[config.mk]
export PLATFORM = sky130hd
export DESIGN_NAME = metaphone_phonetic_encoder
export DESIGN_NICKNAME = d
export VERILOG_FILES = /design/src/hw/rtl/mpe_pkg.sv /design/src/hw/rtl/mpe_front.sv /design/src/hw/rtl/mpe_queue.sv /design/src/hw/rtl/mpe_back.sv /design/src/hw/rtl/metaphone_phonetic_encoder.sv
export SDC_FILE = /design/constraint.sdc
export NUM_CORES = 1
export LEC_CHECK = 0
export BUFFER_PORTS_ARGS = -buffer_cell sky130_fd_sc_hd__clkbuf_2
export CAP_MARGIN = 15
export CORE_ASPECT_RATIO = 0.75
export CORE_MARGIN = 5
export CORE_UTILIZATION = 63
export DETAILED_ROUTE_END_ITERATION = 7
export PLACE_DENSITY = 0.89
export SLEW_MARGIN = 30
export SYNTH_ARGS = -nofsm -noshare
export SYNTH_HDL_FRONTEND = slang
export SYNTH_HIERARCHICAL = 1
export SYNTH_SLANG_ARGS = --single-unit
[constraint.sdc]
create_clock -name i_clk -period 5.07 [get_ports i_clk]
set_input_delay 0.2535 -clock i_clk [delete_from_list [all_inputs] [get_ports i_clk]]
set_output_delay 0.2535 -clock i_clk [all_outputs]
set_load 0.02 [all_outputs]
[src/hw/rtl/mpe_pkg.sv]
// ----------------------------------------------------------------------------
// mpe_pkg
// Shared types, constants and letter helpers of the phonetic encoder.
// ----------------------------------------------------------------------------
package mpe_pkg;

    // letter class flag bit positions
    localparam int unsigned CL_VOWEL = 0;
    localparam int unsigned CL_SAME  = 1;
    localparam int unsigned CL_AFFH  = 2;
    localparam int unsigned CL_SOFT  = 3;
    localparam int unsigned CL_NOGH  = 4;

    localparam logic [4:0] CLASS_TAB [26] = '{
        5'd1, 5'd16, 5'd4, 5'd16, 5'd9, 5'd2, 5'd4, 5'd16, 5'd9, 5'd2,
        5'd0, 5'd2, 5'd2, 5'd2, 5'd1, 5'd4, 5'd0, 5'd2, 5'd4, 5'd4,
        5'd1, 5'd0, 5'd0, 5'd0, 5'd8, 5'd0
    };

    localparam logic [7:0] CODE_SH = 8'h58;  // X
    localparam logic [7:0] CODE_TH = 8'h30;  // 0

    // configuration register indexes
    localparam logic CFG_MAX_CODES = 1'b0;
    localparam logic CFG_TRAD_MODE = 1'b1;

    typedef struct packed {
        logic [7:0] max_codes;
        logic       trad;
    } t_cfg;

    // one queue entry: one or two code letters of a position, or a word end
    typedef struct packed {
        logic       is_end;
        logic       term;
        logic       empty;
        logic       two;
        logic [7:0] c0;
        logic [7:0] c1;
    } t_op;

    typedef enum logic [1:0] {
        ST_IDLE,
        ST_FLUSH,
        ST_END
    } t_fe_state;

    function automatic logic [7:0] fold(input logic [7:0] c);
        if (c >= 8'h61 && c <= 8'h7a) begin
            return c - 8'd32;
        end
        return c;
    endfunction

    function automatic logic is_letter(input logic [7:0] c);
        return (c >= 8'h41 && c <= 8'h5a);
    endfunction

    function automatic logic [4:0] cls(input logic [7:0] c);
        logic [7:0] d;
        d = c - 8'h41;
        if (is_letter(c)) begin
            return CLASS_TAB[d[4:0]];
        end
        return 5'd0;
    endfunction

endpackage

[src/hw/rtl/mpe_front.sv]
// ----------------------------------------------------------------------------
// mpe_front
// Takes bytes, keeps the letter window and codes each position into ops.
// ----------------------------------------------------------------------------
module mpe_front (
    input  logic          i_clk,
    input  logic          i_rst_n,
    input  mpe_pkg::t_cfg i_cfg,
    input  logic          push,
    input  logic [7:0]    i_char_code,
    output logic          full,
    input  logic          i_q_full,
    output logic          o_q_push,
    output mpe_pkg::t_op  o_q_op
);
    import mpe_pkg::*;

    t_fe_state   r_state, n_state;
    logic [7:0]  r_win [8];
    logic [8:0]  r_cnt;
    logic        r_fld;
    logic [1:0]  r_skip;
    logic [2:0]  r_seen;
    logic [1:0]  r_fcnt;

    logic [7:0]  b_fold;
    logic [7:0]  w_sh [8];
    logic [2:0]  seen_n;
    logic        acc;
    logic        apply;
    logic        step_flush;
    logic        step_end;

    logic [7:0]  cur, nx, an, a3, pv;
    logic [4:0]  c_cur, c_nx, c_an, c_pv, c_w1;
    logic [1:0]  cp_n;
    logic [7:0]  cp_c0, cp_c1;
    logic [1:0]  cp_skip;
    logic        cp_fld;
    logic [8:0]  cp_cnt;
    logic [9:0]  cnt_sum;
    logic        done;

    // handshake and step selection
    assign b_fold     = fold(i_char_code);
    assign full       = (r_state != ST_IDLE) || i_q_full;
    assign acc        = push && !full;
    assign seen_n     = (r_seen < 3'd4) ? r_seen + 3'd1 : r_seen;
    assign step_flush = (r_state == ST_FLUSH) && !i_q_full;
    assign step_end   = (r_state == ST_END) && !i_q_full;
    assign apply      = (acc && b_fold != 8'd0 && seen_n >= 3'd4)
                      || (step_flush && w_sh[4] != 8'd0);

    // window after the shift of this step
    always_comb begin
        for (int i = 0; i < 7; i++) begin
            w_sh[i] = r_win[i+1];
        end
        w_sh[7] = (r_state == ST_IDLE) ? b_fold : 8'd0;
    end

    // coding of the current position
    always_comb begin
        cur   = w_sh[4];
        nx    = w_sh[5];
        an    = (nx != 8'd0) ? w_sh[6] : 8'd0;
        a3    = (nx != 8'd0 && w_sh[6] != 8'd0) ? w_sh[7] : 8'd0;
        pv    = w_sh[3];
        c_cur = cls(cur);
        c_nx  = cls(nx);
        c_an  = cls(an);
        c_pv  = cls(pv);
        c_w1  = cls(w_sh[1]);
        cp_n    = 2'd0;
        cp_c0   = 8'd0;
        cp_c1   = 8'd0;
        cp_skip = r_skip;
        cp_fld  = r_fld;
        done    = 1'b0;
        if (r_skip != 2'd0) begin
            cp_skip = r_skip - 2'd1;
            done    = 1'b1;
        end else if (!r_fld) begin
            if (!is_letter(cur)) begin
                done = 1'b1;
            end else begin
                cp_fld = 1'b1;
                case (cur)
                    "A": begin
                        cp_n = 2'd1;
                        done = 1'b1;
                        if (nx == "E") begin
                            cp_c0   = "E";
                            cp_skip = 2'd1;
                        end else begin
                            cp_c0 = "A";
                        end
                    end
                    "G", "K", "P": begin
                        if (nx == "N") begin
                            cp_n    = 2'd1;
                            cp_c0   = "N";
                            cp_skip = 2'd1;
                            done    = 1'b1;
                        end
                    end
                    "W": begin
                        if (nx == "H" || nx == "R") begin
                            cp_n    = 2'd1;
                            cp_c0   = nx;
                            cp_skip = 2'd1;
                            done    = 1'b1;
                        end else if (c_nx[CL_VOWEL]) begin
                            cp_n    = 2'd1;
                            cp_c0   = "W";
                            cp_skip = 2'd1;
                            done    = 1'b1;
                        end
                    end
                    "X": begin
                        cp_n  = 2'd1;
                        cp_c0 = "S";
                        done  = 1'b1;
                    end
                    "E", "I", "O", "U": begin
                        cp_n  = 2'd1;
                        cp_c0 = cur;
                        done  = 1'b1;
                    end
                    default: ;
                endcase
            end
        end
        if (!done) begin
            if ((i_cfg.max_codes != 8'd0 && r_cnt >= {1'b0, i_cfg.max_codes})
                || !is_letter(cur) || (cur == pv && cur != "C")) begin
                done = 1'b1;
            end
        end
        if (!done) begin
            cp_n = 2'd1;
            case (cur)
                "B": begin
                    cp_c0 = "B";
                    if (pv == "M") cp_n = 2'd0;
                end
                "C": begin
                    if (c_nx[CL_SOFT]) begin
                        if (an == "A" && nx == "I") cp_c0 = CODE_SH;
                        else if (pv != "S") cp_c0 = "S";
                        else cp_n = 2'd0;
                    end else if (nx == "H") begin
                        if (!i_cfg.trad && (an == "R" || pv == "S")) cp_c0 = "K";
                        else cp_c0 = CODE_SH;
                        cp_skip = 2'd1;
                    end else begin
                        cp_c0 = "K";
                    end
                end
                "D": begin
                    if (nx == "G" && c_an[CL_SOFT]) begin
                        cp_c0   = "J";
                        cp_skip = 2'd1;
                    end else begin
                        cp_c0 = "T";
                    end
                end
                "G": begin
                    if (nx == "H") begin
                        if (!(c_w1[CL_NOGH] || w_sh[0] == "H")) begin
                            cp_c0   = "F";
                            cp_skip = 2'd1;
                        end else begin
                            cp_n = 2'd0;
                        end
                    end else if (nx == "N") begin
                        cp_c0 = "K";
                        if (!is_letter(an) || (an == "E" && a3 == "D")) cp_n = 2'd0;
                    end else if (c_nx[CL_SOFT] && pv != "G") begin
                        cp_c0 = "J";
                    end else begin
                        cp_c0 = "K";
                    end
                end
                "H": begin
                    cp_c0 = "H";
                    if (!(c_nx[CL_VOWEL] && !c_pv[CL_AFFH])) cp_n = 2'd0;
                end
                "K": begin
                    cp_c0 = "K";
                    if (pv == "C") cp_n = 2'd0;
                end
                "P": cp_c0 = (nx == "H") ? "F" : "P";
                "Q": cp_c0 = "K";
                "S": begin
                    if (nx == "I" && (an == "O" || an == "A")) begin
                        cp_c0 = CODE_SH;
                    end else if (nx == "H") begin
                        cp_c0   = CODE_SH;
                        cp_skip = 2'd1;
                    end else if (!i_cfg.trad && nx == "C" && an == "H" && a3 == "W") begin
                        cp_c0   = CODE_SH;
                        cp_skip = 2'd2;
                    end else begin
                        cp_c0 = "S";
                    end
                end
                "T": begin
                    if (nx == "I" && (an == "O" || an == "A")) begin
                        cp_c0 = CODE_SH;
                    end else if (nx == "H") begin
                        cp_c0   = CODE_TH;
                        cp_skip = 2'd1;
                    end else begin
                        cp_c0 = "T";
                    end
                end
                "V": cp_c0 = "F";
                "W", "Y": begin
                    cp_c0 = cur;
                    if (!c_nx[CL_VOWEL]) cp_n = 2'd0;
                end
                "X": begin
                    cp_n  = 2'd2;
                    cp_c0 = "K";
                    cp_c1 = "S";
                end
                "Z": cp_c0 = "S";
                default: begin
                    cp_c0 = cur;
                    if (!c_cur[CL_SAME]) cp_n = 2'd0;
                end
            endcase
        end
        // saturating code count
        cnt_sum = {1'b0, r_cnt} + {8'd0, cp_n};
        cp_cnt  = cnt_sum[9] ? 9'd511 : cnt_sum[8:0];
    end

    // queue write
    assign o_q_push     = (apply && cp_n != 2'd0) || step_end;
    assign o_q_op.is_end = step_end;
    assign o_q_op.term  = (r_state == ST_FLUSH);
    assign o_q_op.empty = (r_cnt == 9'd0);
    assign o_q_op.two   = (cp_n == 2'd2);
    assign o_q_op.c0    = cp_c0;
    assign o_q_op.c1    = cp_c1;

    // state register
    always_ff @(posedge i_clk) begin
        if (!i_rst_n) begin
            r_state <= ST_IDLE;
        end else begin
            r_state <= n_state;
        end
    end

    // next state
    always_comb begin
        n_state = r_state;
        case (r_state)
            ST_IDLE:  if (acc && b_fold == 8'd0) n_state = ST_FLUSH;
            ST_FLUSH: if (step_flush && r_fcnt == 2'd2) n_state = ST_END;
            ST_END:   if (step_end) n_state = ST_IDLE;
            default:  n_state = ST_IDLE;
        endcase
    end

    // window and per-word state
    always_ff @(posedge i_clk) begin
        if (!i_rst_n || step_end) begin
            for (int i = 0; i < 8; i++) begin
                r_win[i] <= 8'd0;
            end
            r_cnt  <= 9'd0;
            r_fld  <= 1'b0;
            r_skip <= 2'd0;
            r_seen <= 3'd0;
            r_fcnt <= 2'd0;
        end else begin
            if ((acc && b_fold != 8'd0) || step_flush) begin
                r_win <= w_sh;
            end
            if (acc && b_fold != 8'd0) begin
                r_seen <= seen_n;
            end
            if (acc && b_fold == 8'd0) begin
                r_fcnt <= 2'd0;
            end else if (step_flush) begin
                r_fcnt <= r_fcnt + 2'd1;
            end
            if (apply) begin
                r_cnt  <= cp_cnt;
                r_fld  <= cp_fld;
                r_skip <= cp_skip;
            end
        end
    end

endmodule

[src/hw/rtl/mpe_queue.sv]
// ----------------------------------------------------------------------------
// mpe_queue
// Small register queue of coded ops between front and back.
// ----------------------------------------------------------------------------
module mpe_queue #(
    parameter int unsigned DEPTH = 4
) (
    input  logic         i_clk,
    input  logic         i_rst_n,
    input  logic         i_push,
    input  mpe_pkg::t_op i_op,
    output logic         o_full,
    input  logic         i_pop,
    output logic         o_valid,
    output mpe_pkg::t_op o_op
);
    import mpe_pkg::*;

    localparam int unsigned PTR_W = (DEPTH > 1) ? $clog2(DEPTH) : 1;
    localparam int unsigned CNT_W = $clog2(DEPTH + 1);

    t_op              r_mem [DEPTH];
    logic [PTR_W-1:0] r_wr, r_rd;
    logic [CNT_W-1:0] r_cnt;
    logic             do_push, do_pop;

    assign o_full  = (r_cnt == CNT_W'(DEPTH));
    assign o_valid = (r_cnt != '0);
    assign o_op    = r_mem[r_rd];
    assign do_push = i_push && !o_full;
    assign do_pop  = i_pop && o_valid;

    // storage
    always_ff @(posedge i_clk) begin
        if (do_push) begin
            r_mem[r_wr] <= i_op;
        end
    end

    // pointers and fill count
    always_ff @(posedge i_clk) begin
        if (!i_rst_n) begin
            r_wr  <= '0;
            r_rd  <= '0;
            r_cnt <= '0;
        end else begin
            if (do_push) begin
                r_wr <= (r_wr == PTR_W'(DEPTH - 1)) ? '0 : r_wr + 1'b1;
            end
            if (do_pop) begin
                r_rd <= (r_rd == PTR_W'(DEPTH - 1)) ? '0 : r_rd + 1'b1;
            end
            if (do_push && !do_pop) begin
                r_cnt <= r_cnt + 1'b1;
            end else if (do_pop && !do_push) begin
                r_cnt <= r_cnt - 1'b1;
            end
        end
    end

endmodule

[src/hw/rtl/mpe_back.sv]
// ----------------------------------------------------------------------------
// mpe_back
// Turns queued ops into single result beats and marks the word end.
// ----------------------------------------------------------------------------
module mpe_back (
    input  logic         i_clk,
    input  logic         i_rst_n,
    input  logic         i_q_valid,
    input  mpe_pkg::t_op i_q_op,
    output logic         o_q_pop,
    output logic         empty,
    input  logic         pop,
    output logic [7:0]   o_code_letter,
    output logic         o_is_last,
    output logic         o_is_empty
);
    import mpe_pkg::*;

    logic       r_sub;
    logic       r_hold_v;
    logic [7:0] r_hold_c;
    logic       r_ov;
    logic [7:0] r_oc;
    logic       r_olast, r_oempty;

    logic       go;
    logic [7:0] letter;
    logic       last_code;
    logic       produce;
    logic [7:0] p_c;
    logic       p_last, p_empty;

    assign empty         = !r_ov;
    assign o_code_letter = r_oc;
    assign o_is_last     = r_olast;
    assign o_is_empty    = r_oempty;

    assign go        = i_q_valid && (!r_ov || pop);
    assign letter    = r_sub ? i_q_op.c1 : i_q_op.c0;
    assign last_code = !i_q_op.two || r_sub;
    assign o_q_pop   = go && (i_q_op.is_end || last_code);

    // choose the beat of this cycle
    always_comb begin
        produce = 1'b0;
        p_c     = 8'd0;
        p_last  = 1'b0;
        p_empty = 1'b0;
        if (go) begin
            if (i_q_op.is_end) begin
                produce = 1'b1;
                p_last  = 1'b1;
                if (r_hold_v) begin
                    p_c = r_hold_c;
                end else begin
                    p_empty = i_q_op.empty;
                end
            end else if (!i_q_op.term) begin
                produce = 1'b1;
                p_c     = letter;
            end else if (r_hold_v) begin
                produce = 1'b1;
                p_c     = r_hold_c;
            end
        end
    end

    // output register
    always_ff @(posedge i_clk) begin
        if (!i_rst_n) begin
            r_ov <= 1'b0;
        end else if (produce) begin
            r_ov <= 1'b1;
        end else if (pop) begin
            r_ov <= 1'b0;
        end
    end

    always_ff @(posedge i_clk) begin
        if (produce) begin
            r_oc     <= p_c;
            r_olast  <= p_last;
            r_oempty <= p_empty;
        end
    end

    // code index and held code of the word end
    always_ff @(posedge i_clk) begin
        if (!i_rst_n) begin
            r_sub    <= 1'b0;
            r_hold_v <= 1'b0;
        end else if (go) begin
            r_sub <= !i_q_op.is_end && !last_code;
            if (i_q_op.is_end) begin
                r_hold_v <= 1'b0;
            end else if (i_q_op.term) begin
                r_hold_v <= 1'b1;
            end
        end
    end

    always_ff @(posedge i_clk) begin
        if (go && !i_q_op.is_end && i_q_op.term) begin
            r_hold_c <= letter;
        end
    end

endmodule

[src/hw/rtl/metaphone_phonetic_encoder.sv]
// ----------------------------------------------------------------------------
// metaphone_phonetic_encoder
// Streaming Metaphone coder: bytes in, code letters out.
// ----------------------------------------------------------------------------
// A nonzero byte is taken whenever the front is idle and the op queue has
// room; the front codes the letter three places back in that same cycle. A
// zero byte closes the word and holds full while the front shifts out the
// three tail positions and queues the word end. The back delivers one code
// letter per cycle while pop takes them, so a two-code letter (X) gives two
// code letters; the end marker or the last code of the word carries is_last.
module metaphone_phonetic_encoder #(
    parameter int unsigned QUEUE_DEPTH = 4
) (
    input  logic       i_clk,
    input  logic       i_rst_n,
    input  logic       i_cfg_we,
    input  logic       i_cfg_idx,
    input  logic [7:0] i_cfg_data,
    input  logic       push,
    output logic       full,
    input  logic [7:0] i_char_code,
    output logic       empty,
    input  logic       pop,
    output logic [7:0] o_code_letter,
    output logic       o_is_last,
    output logic       o_is_empty
);
    import mpe_pkg::*;

    t_cfg r_cfg;
    logic q_push, q_full, q_pop, q_valid;
    t_op  q_in, q_out;

    // configuration registers
    always_ff @(posedge i_clk) begin
        if (!i_rst_n) begin
            r_cfg <= '0;
        end else if (i_cfg_we) begin
            case (i_cfg_idx)
                CFG_MAX_CODES: r_cfg.max_codes <= i_cfg_data;
                CFG_TRAD_MODE: r_cfg.trad      <= i_cfg_data[0];
                default: ;
            endcase
        end
    end

    mpe_front u_front (
        .i_clk       (i_clk),
        .i_rst_n     (i_rst_n),
        .i_cfg       (r_cfg),
        .push        (push),
        .i_char_code (i_char_code),
        .full        (full),
        .i_q_full    (q_full),
        .o_q_push    (q_push),
        .o_q_op      (q_in)
    );

    mpe_queue #(.DEPTH(QUEUE_DEPTH)) u_queue (
        .i_clk   (i_clk),
        .i_rst_n (i_rst_n),
        .i_push  (q_push),
        .i_op    (q_in),
        .o_full  (q_full),
        .i_pop   (q_pop),
        .o_valid (q_valid),
        .o_op    (q_out)
    );

    mpe_back u_back (
        .i_clk         (i_clk),
        .i_rst_n       (i_rst_n),
        .i_q_valid     (q_valid),
        .i_q_op        (q_out),
        .o_q_pop       (q_pop),
        .empty         (empty),
        .pop           (pop),
        .o_code_letter (o_code_letter),
        .o_is_last     (o_is_last),
        .o_is_empty    (o_is_empty)
    );

    // front never writes a full queue
    a_no_overflow: assert property (@(posedge i_clk) disable iff (!i_rst_n)
        !(q_push && q_full)) else $error("op queue overflow");

    // an empty word gives only the end marker
    a_empty_last: assert property (@(posedge i_clk) disable iff (!i_rst_n)
        (!empty && o_is_empty) |-> (o_is_last && o_code_letter == 8'd0))
        else $error("empty word marker malformed");

    // input side is held off while the queue is full
    a_full_hold: assert property (@(posedge i_clk) disable iff (!i_rst_n)
        q_full |-> full) else $error("input taken with queue full");

endmodule
==> results of run 1 <==
==> state kept, by name, summed over array words and instances (netlist names), 2 cells and up, named ones only <==
signal,count
u_front/r_cnt,9
u_back/r_hold_c,8
u_front/r_skip,2
u_back/o_code_letter,8
r_cfg,9
u_front/nx,8
u_queue/r_cnt,3
u_front/r_state,2
u_front/r_seen,3
u_front/r_fcnt,2
u_queue/r_mem,80
u_queue/r_rd,2
u_front/r_win,32
u_queue/r_wr,2
u_front/pv,8
u_front/cur,8
==> stage by stage <==
| step | setup WS (ns) | hold WS [ns] |
|---|---|---|
| after floorplan | 1.53 | 0.396 |
| after global placement | 0.921 | 0.437 |
| after CTS | 0.529 | 0.0382 |
| final | 0.307 | 0.0448 |
| after detailed placement | 0.640 | 0.443 |
| after global routing | 0.214 | 0.0431 |
==> power breakdown <==
part	internal, mW	switching (mW)	total, mW
clock	0.749	0.628	1.38
combinational	0.0490	0.0883	0.137
sequential	1.65	0.0223	1.67
==> worst max-delay path, delay by kind of cell (launching register included) <==
family          cells  cell delay, ns
flops               1            0.84
xor+xnor            1            0.17
compound gates      6            1.56
simple gates        4            1.38
buf+inv             1            0.07
fa+ha+maj           2            0.66
==> synthesized netlist by cell type, types with 6 or more instances <==
cell,number
o21ai_0,34
buf_2,19
nand2_1,161
o31ai_1,6
nand2_2,9
mux4_2,20
a21oi_1,82
nand2b_1,10
nor3b_1,7
ha_1,24
o211ai_1,10
o22ai_1,7
xnor2_1,6
dfxtp_1,96
buf_6,7
a21oi_2,9
nand3_1,27
a31oi_1,6
clkbuf_1,34
buf_4,19
a311oi_1,8
edfxtp_1,98
nor2_1,63
nor3_1,21
mux2i_1,17
inv_1,36
nand4_1,9
mux2_4,8
xor2_1,11
nor2b_1,16
or4_1,9
and2_1,10
nor4_1,11
==> cell type report <==
class                      instances  area [um^2]
clock inverter                    13          170
inverter                          36          135
sequential                       194         4860
multi-input combinational        722         4870
tap                              210          263
timing repair buffer              53          315
clock buffer                      19          433
fill                            1153         4970
==> routing by layer <==
metal  track usage [%]  vias to the layer above  part of all wire [%]
met2              41.4                      474                    46
met1              38.3                     3863                    42
met4              7.79                        0                   2.6
met5                 0                        -                     0
met3              6.30                       79                   9.5
li1                  -                     3743                     -
==> cells in the final DEF, fill, tap and decap left out, drive strengths merged, types with 10 or more instances in the layout <==
cell      n
dfxtp    96
or4      10
nand2   170
mux4     20
and2     10
nand3    28
nor2b    17
nand2b   11
nor3     21
o211ai   11
ha       24
buf      20
nor2     65
clkbuf   52
o21ai    40
nor4     11
xor2     11
edfxtp   98
a21oi    91
nor3b    10
mux2i    17
inv      42
==> cell families after synthesis <==
family	after synthesis	share of synthesized area (%)
AOI/OAI and AO/OA	223	14.5
DFF	194	47.3
xor gates and xnor gates	17	1.45
buffers and inverters	118	5.77
adders and majority gates	26	3.31
muxes	46	7.31
other	1	0.0365
and+or+nand+nor	405	20.3
==> worst max path at each step <==
stage | end | cells past startpoint | from
after floorplan | u_queue/r_cnt[2]$_SDFFE_PN0P_ | 17 | u_front/cur[6]$_SDFFE_PP0P_
after global placement | u_queue/r_cnt[2]$_SDFFE_PN0P_ | 14 | u_front/cur[4]$_SDFFE_PP0P_
after detailed placement | u_queue/r_cnt[2]$_SDFFE_PN0P_ | 14 | u_front/cur[4]$_SDFFE_PP0P_
after CTS | u_queue/r_cnt[2]$_SDFFE_PN0P_ | 14 | u_front/cur[4]$_SDFFE_PP0P_
after global routing | u_queue/r_cnt[2]$_SDFFE_PN0P_ | 14 | u_front/cur[3]$_SDFFE_PP0P_
final | u_queue/r_cnt[2]$_SDFFE_PN0P_ | 14 | u_front/cur[3]$_SDFFE_PP0P_
==> flow_summary.yaml, run 1 <==
clock_tree:
  hold_buffers: 0
  tritoncts: "done"
  cts_resized: 0
  cts_num_sinks: 194
  cts_made_buffers: 17
  cts_setup_buffers: 0
  clkTransAtPathRegs_ns: 0.07
  root_buffer: "clkbuf_16"
  htreeDepth: 4
  cts_buffer_depth: 2
  clock_latency_ns: 0.43
floorplanning:
  num_rows: 40
  fp.dieW_um: 158
  die_h_um: 121
  dieArea_um2: 19000
  ioPinCount: 34
  core-area_um2: 16000
  initial_core_util_pct: 64.2
synth:
  synth_flop_cell: "edfxtp_1"
  synth_area_um2: 10300
  synth_top_area_share_pct: 28.6
  synth-edff-count: 98
  syn-instance-count: 1030
  yosysUniqueCellTypes: 95
  yosys-top-cells-area: "edfxtp_1 29%, dfxtp_1 19%, nand2_1 5.9%, mux4_2 4.4%, a21oi_1 4.0%"
  ys_seq_area_share_pct: 47.3
  synth_seq_cells: 194
  syn_area_per_cell_um2: 9.98
  yosysTopAreaCell: "edfxtp_1"
  async_reset_ff_share_pct: 0
  synth_warnings: 6
critical_path:
  path_max_fanout: 24
  critPathLaunchType: "register"
  timing.rr.start: "u_front/cur[3]$_SDFFE_PP0P_"
  cp.arrival_ns: 5.11
  r2r_slack_ns: 0.31
  critical_path.cell_chain: "nor2b_1 -> nand3_1 -> a31oi_1 -> o21ai_0 -> o21ai_0 -> o311ai_1 -> a22oi_1 -> nor2b_1 -> ha_1 -> inv_1 -> fa_1 -> xor2_1 -> or3_1 -> a21boi_0"
  critical_path_required_ns: 5.42
  cpPeakStageDelay_ns: 0.84
  end_kind: "register"
  cp_slowest_cell: "dfxtp_1"
  timing.rr.end: "u_queue/r_cnt[2]$_SDFFE_PN0P_"
  criticalPathCategory: "register to register"
  ff2ff_path_depth: 14
timing:
  maxSlewHeadroom_pct: 36.7
  fin_crit_ns: 4.76
  rsz0062_at_grt: "no"
  setup_violations: 0
  min_period_over_period_pct: 93.9
  max_freq_mhz: 210
  drv_slew: 0
  skew_ns: 0.0130
  worst_slew_pin_slew_ns: 0.948
  finalHoldViolations: 0
  tns_ns: 0
job:
  maxCapViolCount: 0
placed_design:
  port_buffers: 33
  gp_congestion: 0.990
  dp_hpwl_um: 16900
  placed_cell_area_um2: 10400
  placed_cells: 1215
global_route:
  antenna_found_initial: 0
  grt_max_degree: 60
  globalRouteOverflowTotal: 0
  grt_pass1_vias: 7654
  grt_pass1_wl_um: 40600
  grtUsageTotal_pct: 26.9
worst_hold_path:
  min-delay-start: "i_cfg_data[4]"
  min_path_cells: 3
  hold_class: "input pin to register"
  hold_end: "r_cfg[5]$_SDFFE_PN0P_"
drt:
  initialDrtViolationCount: 1181
  wire_per_inst_um: 20.0
  dr_total_vias: 8159
  drt-vias-per-instance: 6.54
  firstDrtPassIters: 6
  drc: 0
  antenna_left: 0
  drt_wl_total_um: 25000
pwr:
  p_total_mw: 3.18
  cellLeakagePower_nw: 3.79
  vdd_drop_max_uv: 208
  powerDensity_nw_per_um2: 288
final_layout:
  utilization_pct: 69.0
  num_antenna_cells: 0
  final_area_um2: 11000
  finalNetCount: 1072
  drive_gt1_share_pct: 14.9
  area_growth_pct: 7.43
  finalNonFillerCells: 1247
status:
  status: "finished, final reports clean"
Power figures use the tool's default switching activity.
==> run 2: changes to the inputs <==
==> constraint.sdc (replaced) <==
create_clock -name i_clk -period 5.07 [get_ports i_clk]
set_input_delay 1.014 -clock i_clk [delete_from_list [all_inputs] [get_ports i_clk]]
set_output_delay 1.014 -clock i_clk [all_outputs]
set_load 0.02 [all_outputs]
==> flow_summary.yaml, run 2 (synthesis results as in run 1) <==
status:
  status: "finished, violations left"
  violations: "DRC"
timing:
  skew_ns: 0.0190
  rsz0062_at_grt: "no"
  maxSlewHeadroom_pct: 38.4
  setup_violations: 0
  finalHoldViolations: 0
  tns_ns: 0
  worst_slew_pin_slew_ns: 0.922
  drv_slew: 0
  min_period_over_period_pct: 87.6
  max_freq_mhz: 225
  fin_crit_ns: 4.44
pwr:
  pwr-share-seq_pct: 52.9
  p_sw_uw: 753
  vdd_drop_max_uv: 198
  p_total_mw: 3.15
  cellLeakagePower_nw: 3.78
  intPower_mw: 2.40
  pwr-share-comb_pct: 4.4
  clockPowerShare_pct: 42.7
  powerDensity_nw_per_um2: 286
  netSwitchingFraction_pct: 23.9
global_route:
  grtUsageTotal_pct: 26.7
  globalRouteOverflowTotal: 0
  antenna_found_initial: 0
  grt_max_degree: 59
  grt_pass1_wl_um: 40100
  grt_pass1_vias: 7608
floorplanning:
  dieArea_um2: 19000
  ioPinCount: 34
  die_h_um: 121
  core-area_um2: 16000
  num_rows: 40
  fp.dieW_um: 158
  initial_core_util_pct: 64.2
final_layout:
  num_antenna_cells: 0
  area_growth_pct: 7.33
  final_common_cell: "nand2_1"
  layout_common_cells: "160 x nand2_1, 98 x edfxtp_1, 96 x dfxtp_1"
  largest_register_ffs: 80
  largest-register: "u_queue/r_mem"
  top_regs: "u_queue/r_mem: 80 flops, u_front/r_win: 32 flops"
  finalNetCount: 1072
  drive_gt1_share_pct: 15.0
clock_tree:
  root_buffer: "clkbuf_16"
  tritoncts: "done"
  cts_resized: 0
  clkTransAtPathRegs_ns: 0.08
  cts_buffer_depth: 2
  cts_setup_buffers: 0
  clock_latency_ns: 0.44
  hold_buffers: 0
  htreeDepth: 4
  cts_made_buffers: 17
  cts_num_sinks: 194
drt:
  wire_per_inst_um: 20.1
  drc: 4
  dr_total_vias: 8208
  firstDrtPassIters: 8
  antenna_left: 0
  initialDrtViolationCount: 1103
  drt-vias-per-instance: 6.58
  drt_wl_total_um: 25100
critical_path:
  end_kind: "register"
  path_common_cell: "nor2b_1"
  critical_path.cell_chain: "nor2b_1 -> nand3_1 -> a31oi_1 -> o211a_4 -> nand2_1 -> o311a_1 -> a22oi_1 -> nor2b_1 -> buf_4 -> ha_1 -> inv_1 -> fa_1 -> xor2_1 -> or3_1 -> a21boi_0"
  cp_slowest_cell: "dfxtp_1"
  critical_path_required_ns: 5.43
  criticalPathCategory: "register to register"
  cpPeakStageDelay_ns: 0.86
  cp.arrival_ns: 4.81
  path_max_fanout: 21
  critPathLaunchType: "register"
placed_design:
  gp_congestion: 1.00
  dp_hpwl_um: 17000
  port_buffers: 33
job:
  maxCapViolCount: 0
worst_hold_path:
  hold_class: "register to register"
==> run 2: worst max-delay path, delay by kind of cell, from the launching register on <==
kind	cells	cell delay [ns]
AO/OA/AOI/OAI	5	1.40
XOR/XNOR	1	0.16
adder cells (fa/ha/maj)	2	0.59
buffers and inverters	2	0.23
flip-flops	1	0.86
AND/OR/NAND/NOR	5	1.11
==> run 2: worst paths after layout <==
path,startpoint,slack [ns],to,cells after the start
worst max-delay path,u_front/cur[3]$_SDFFE_PP0P_,0.63,u_queue/r_cnt[2]$_SDFFE_PN0P_,15
worst min-delay path,u_front/r_win[54]$_SDFFE_PP0P_,0.45,u_front/r_win[54]$_SDFFE_PP0P_,2
worst max register to register,u_front/cur[3]$_SDFFE_PP0P_,0.63,u_queue/r_cnt[2]$_SDFFE_PN0P_,15
worst min register to register,u_front/r_win[54]$_SDFFE_PP0P_,0.45,u_front/r_win[54]$_SDFFE_PP0P_,2
==> run 2: stage by stage <==
step	instance area [um^2]	hold slack [ns]	setup WS (ns)	std cells	utilization, %
after global routing	11000	0.476	0.381	1247	68.9
after detailed placement	10400	0.441	0.705	1215	65.2
after CTS	11000	0.451	0.794	1247	68.8
final	11000	0.451	0.628	1247	68.9
after floorplan	10300	0.427	1.17	1034	-
after global placement	10400	0.435	0.894	1215	65.2
==> run 2: final cells by class <==
type | count | area [um^2]
inverters | 36 | 135
clock inverters | 14 | 158
flip-flops and latches | 194 | 4860
fillers | 1105 | 4980
multi-input cells | 722 | 4870
repair buffers | 53 | 315
clock buffers | 18 | 429
well taps | 210 | 263
==> run 2: per-layer routing <==
layer / routed length, um / track usage [%]
met5: 0 / 0
met3: 2270 / 6.55
met2: 11600 / 41.1
met1: 10600 / 37.3
met4: 657 / 8.70
==> run 2: power groups by stage <==
stage	combinational [mW]	sequential [mW]	clock [mW]
6_report	0.138	1.67	1.35
4_1_cts	0.134	1.67	1.36
2_1_floorplan	0.114	1.69	0
5_1_grt	0.152	1.67	1.44
3_3_place_gp	0.129	1.70	0
3_5_place_dp	0.133	1.70	0
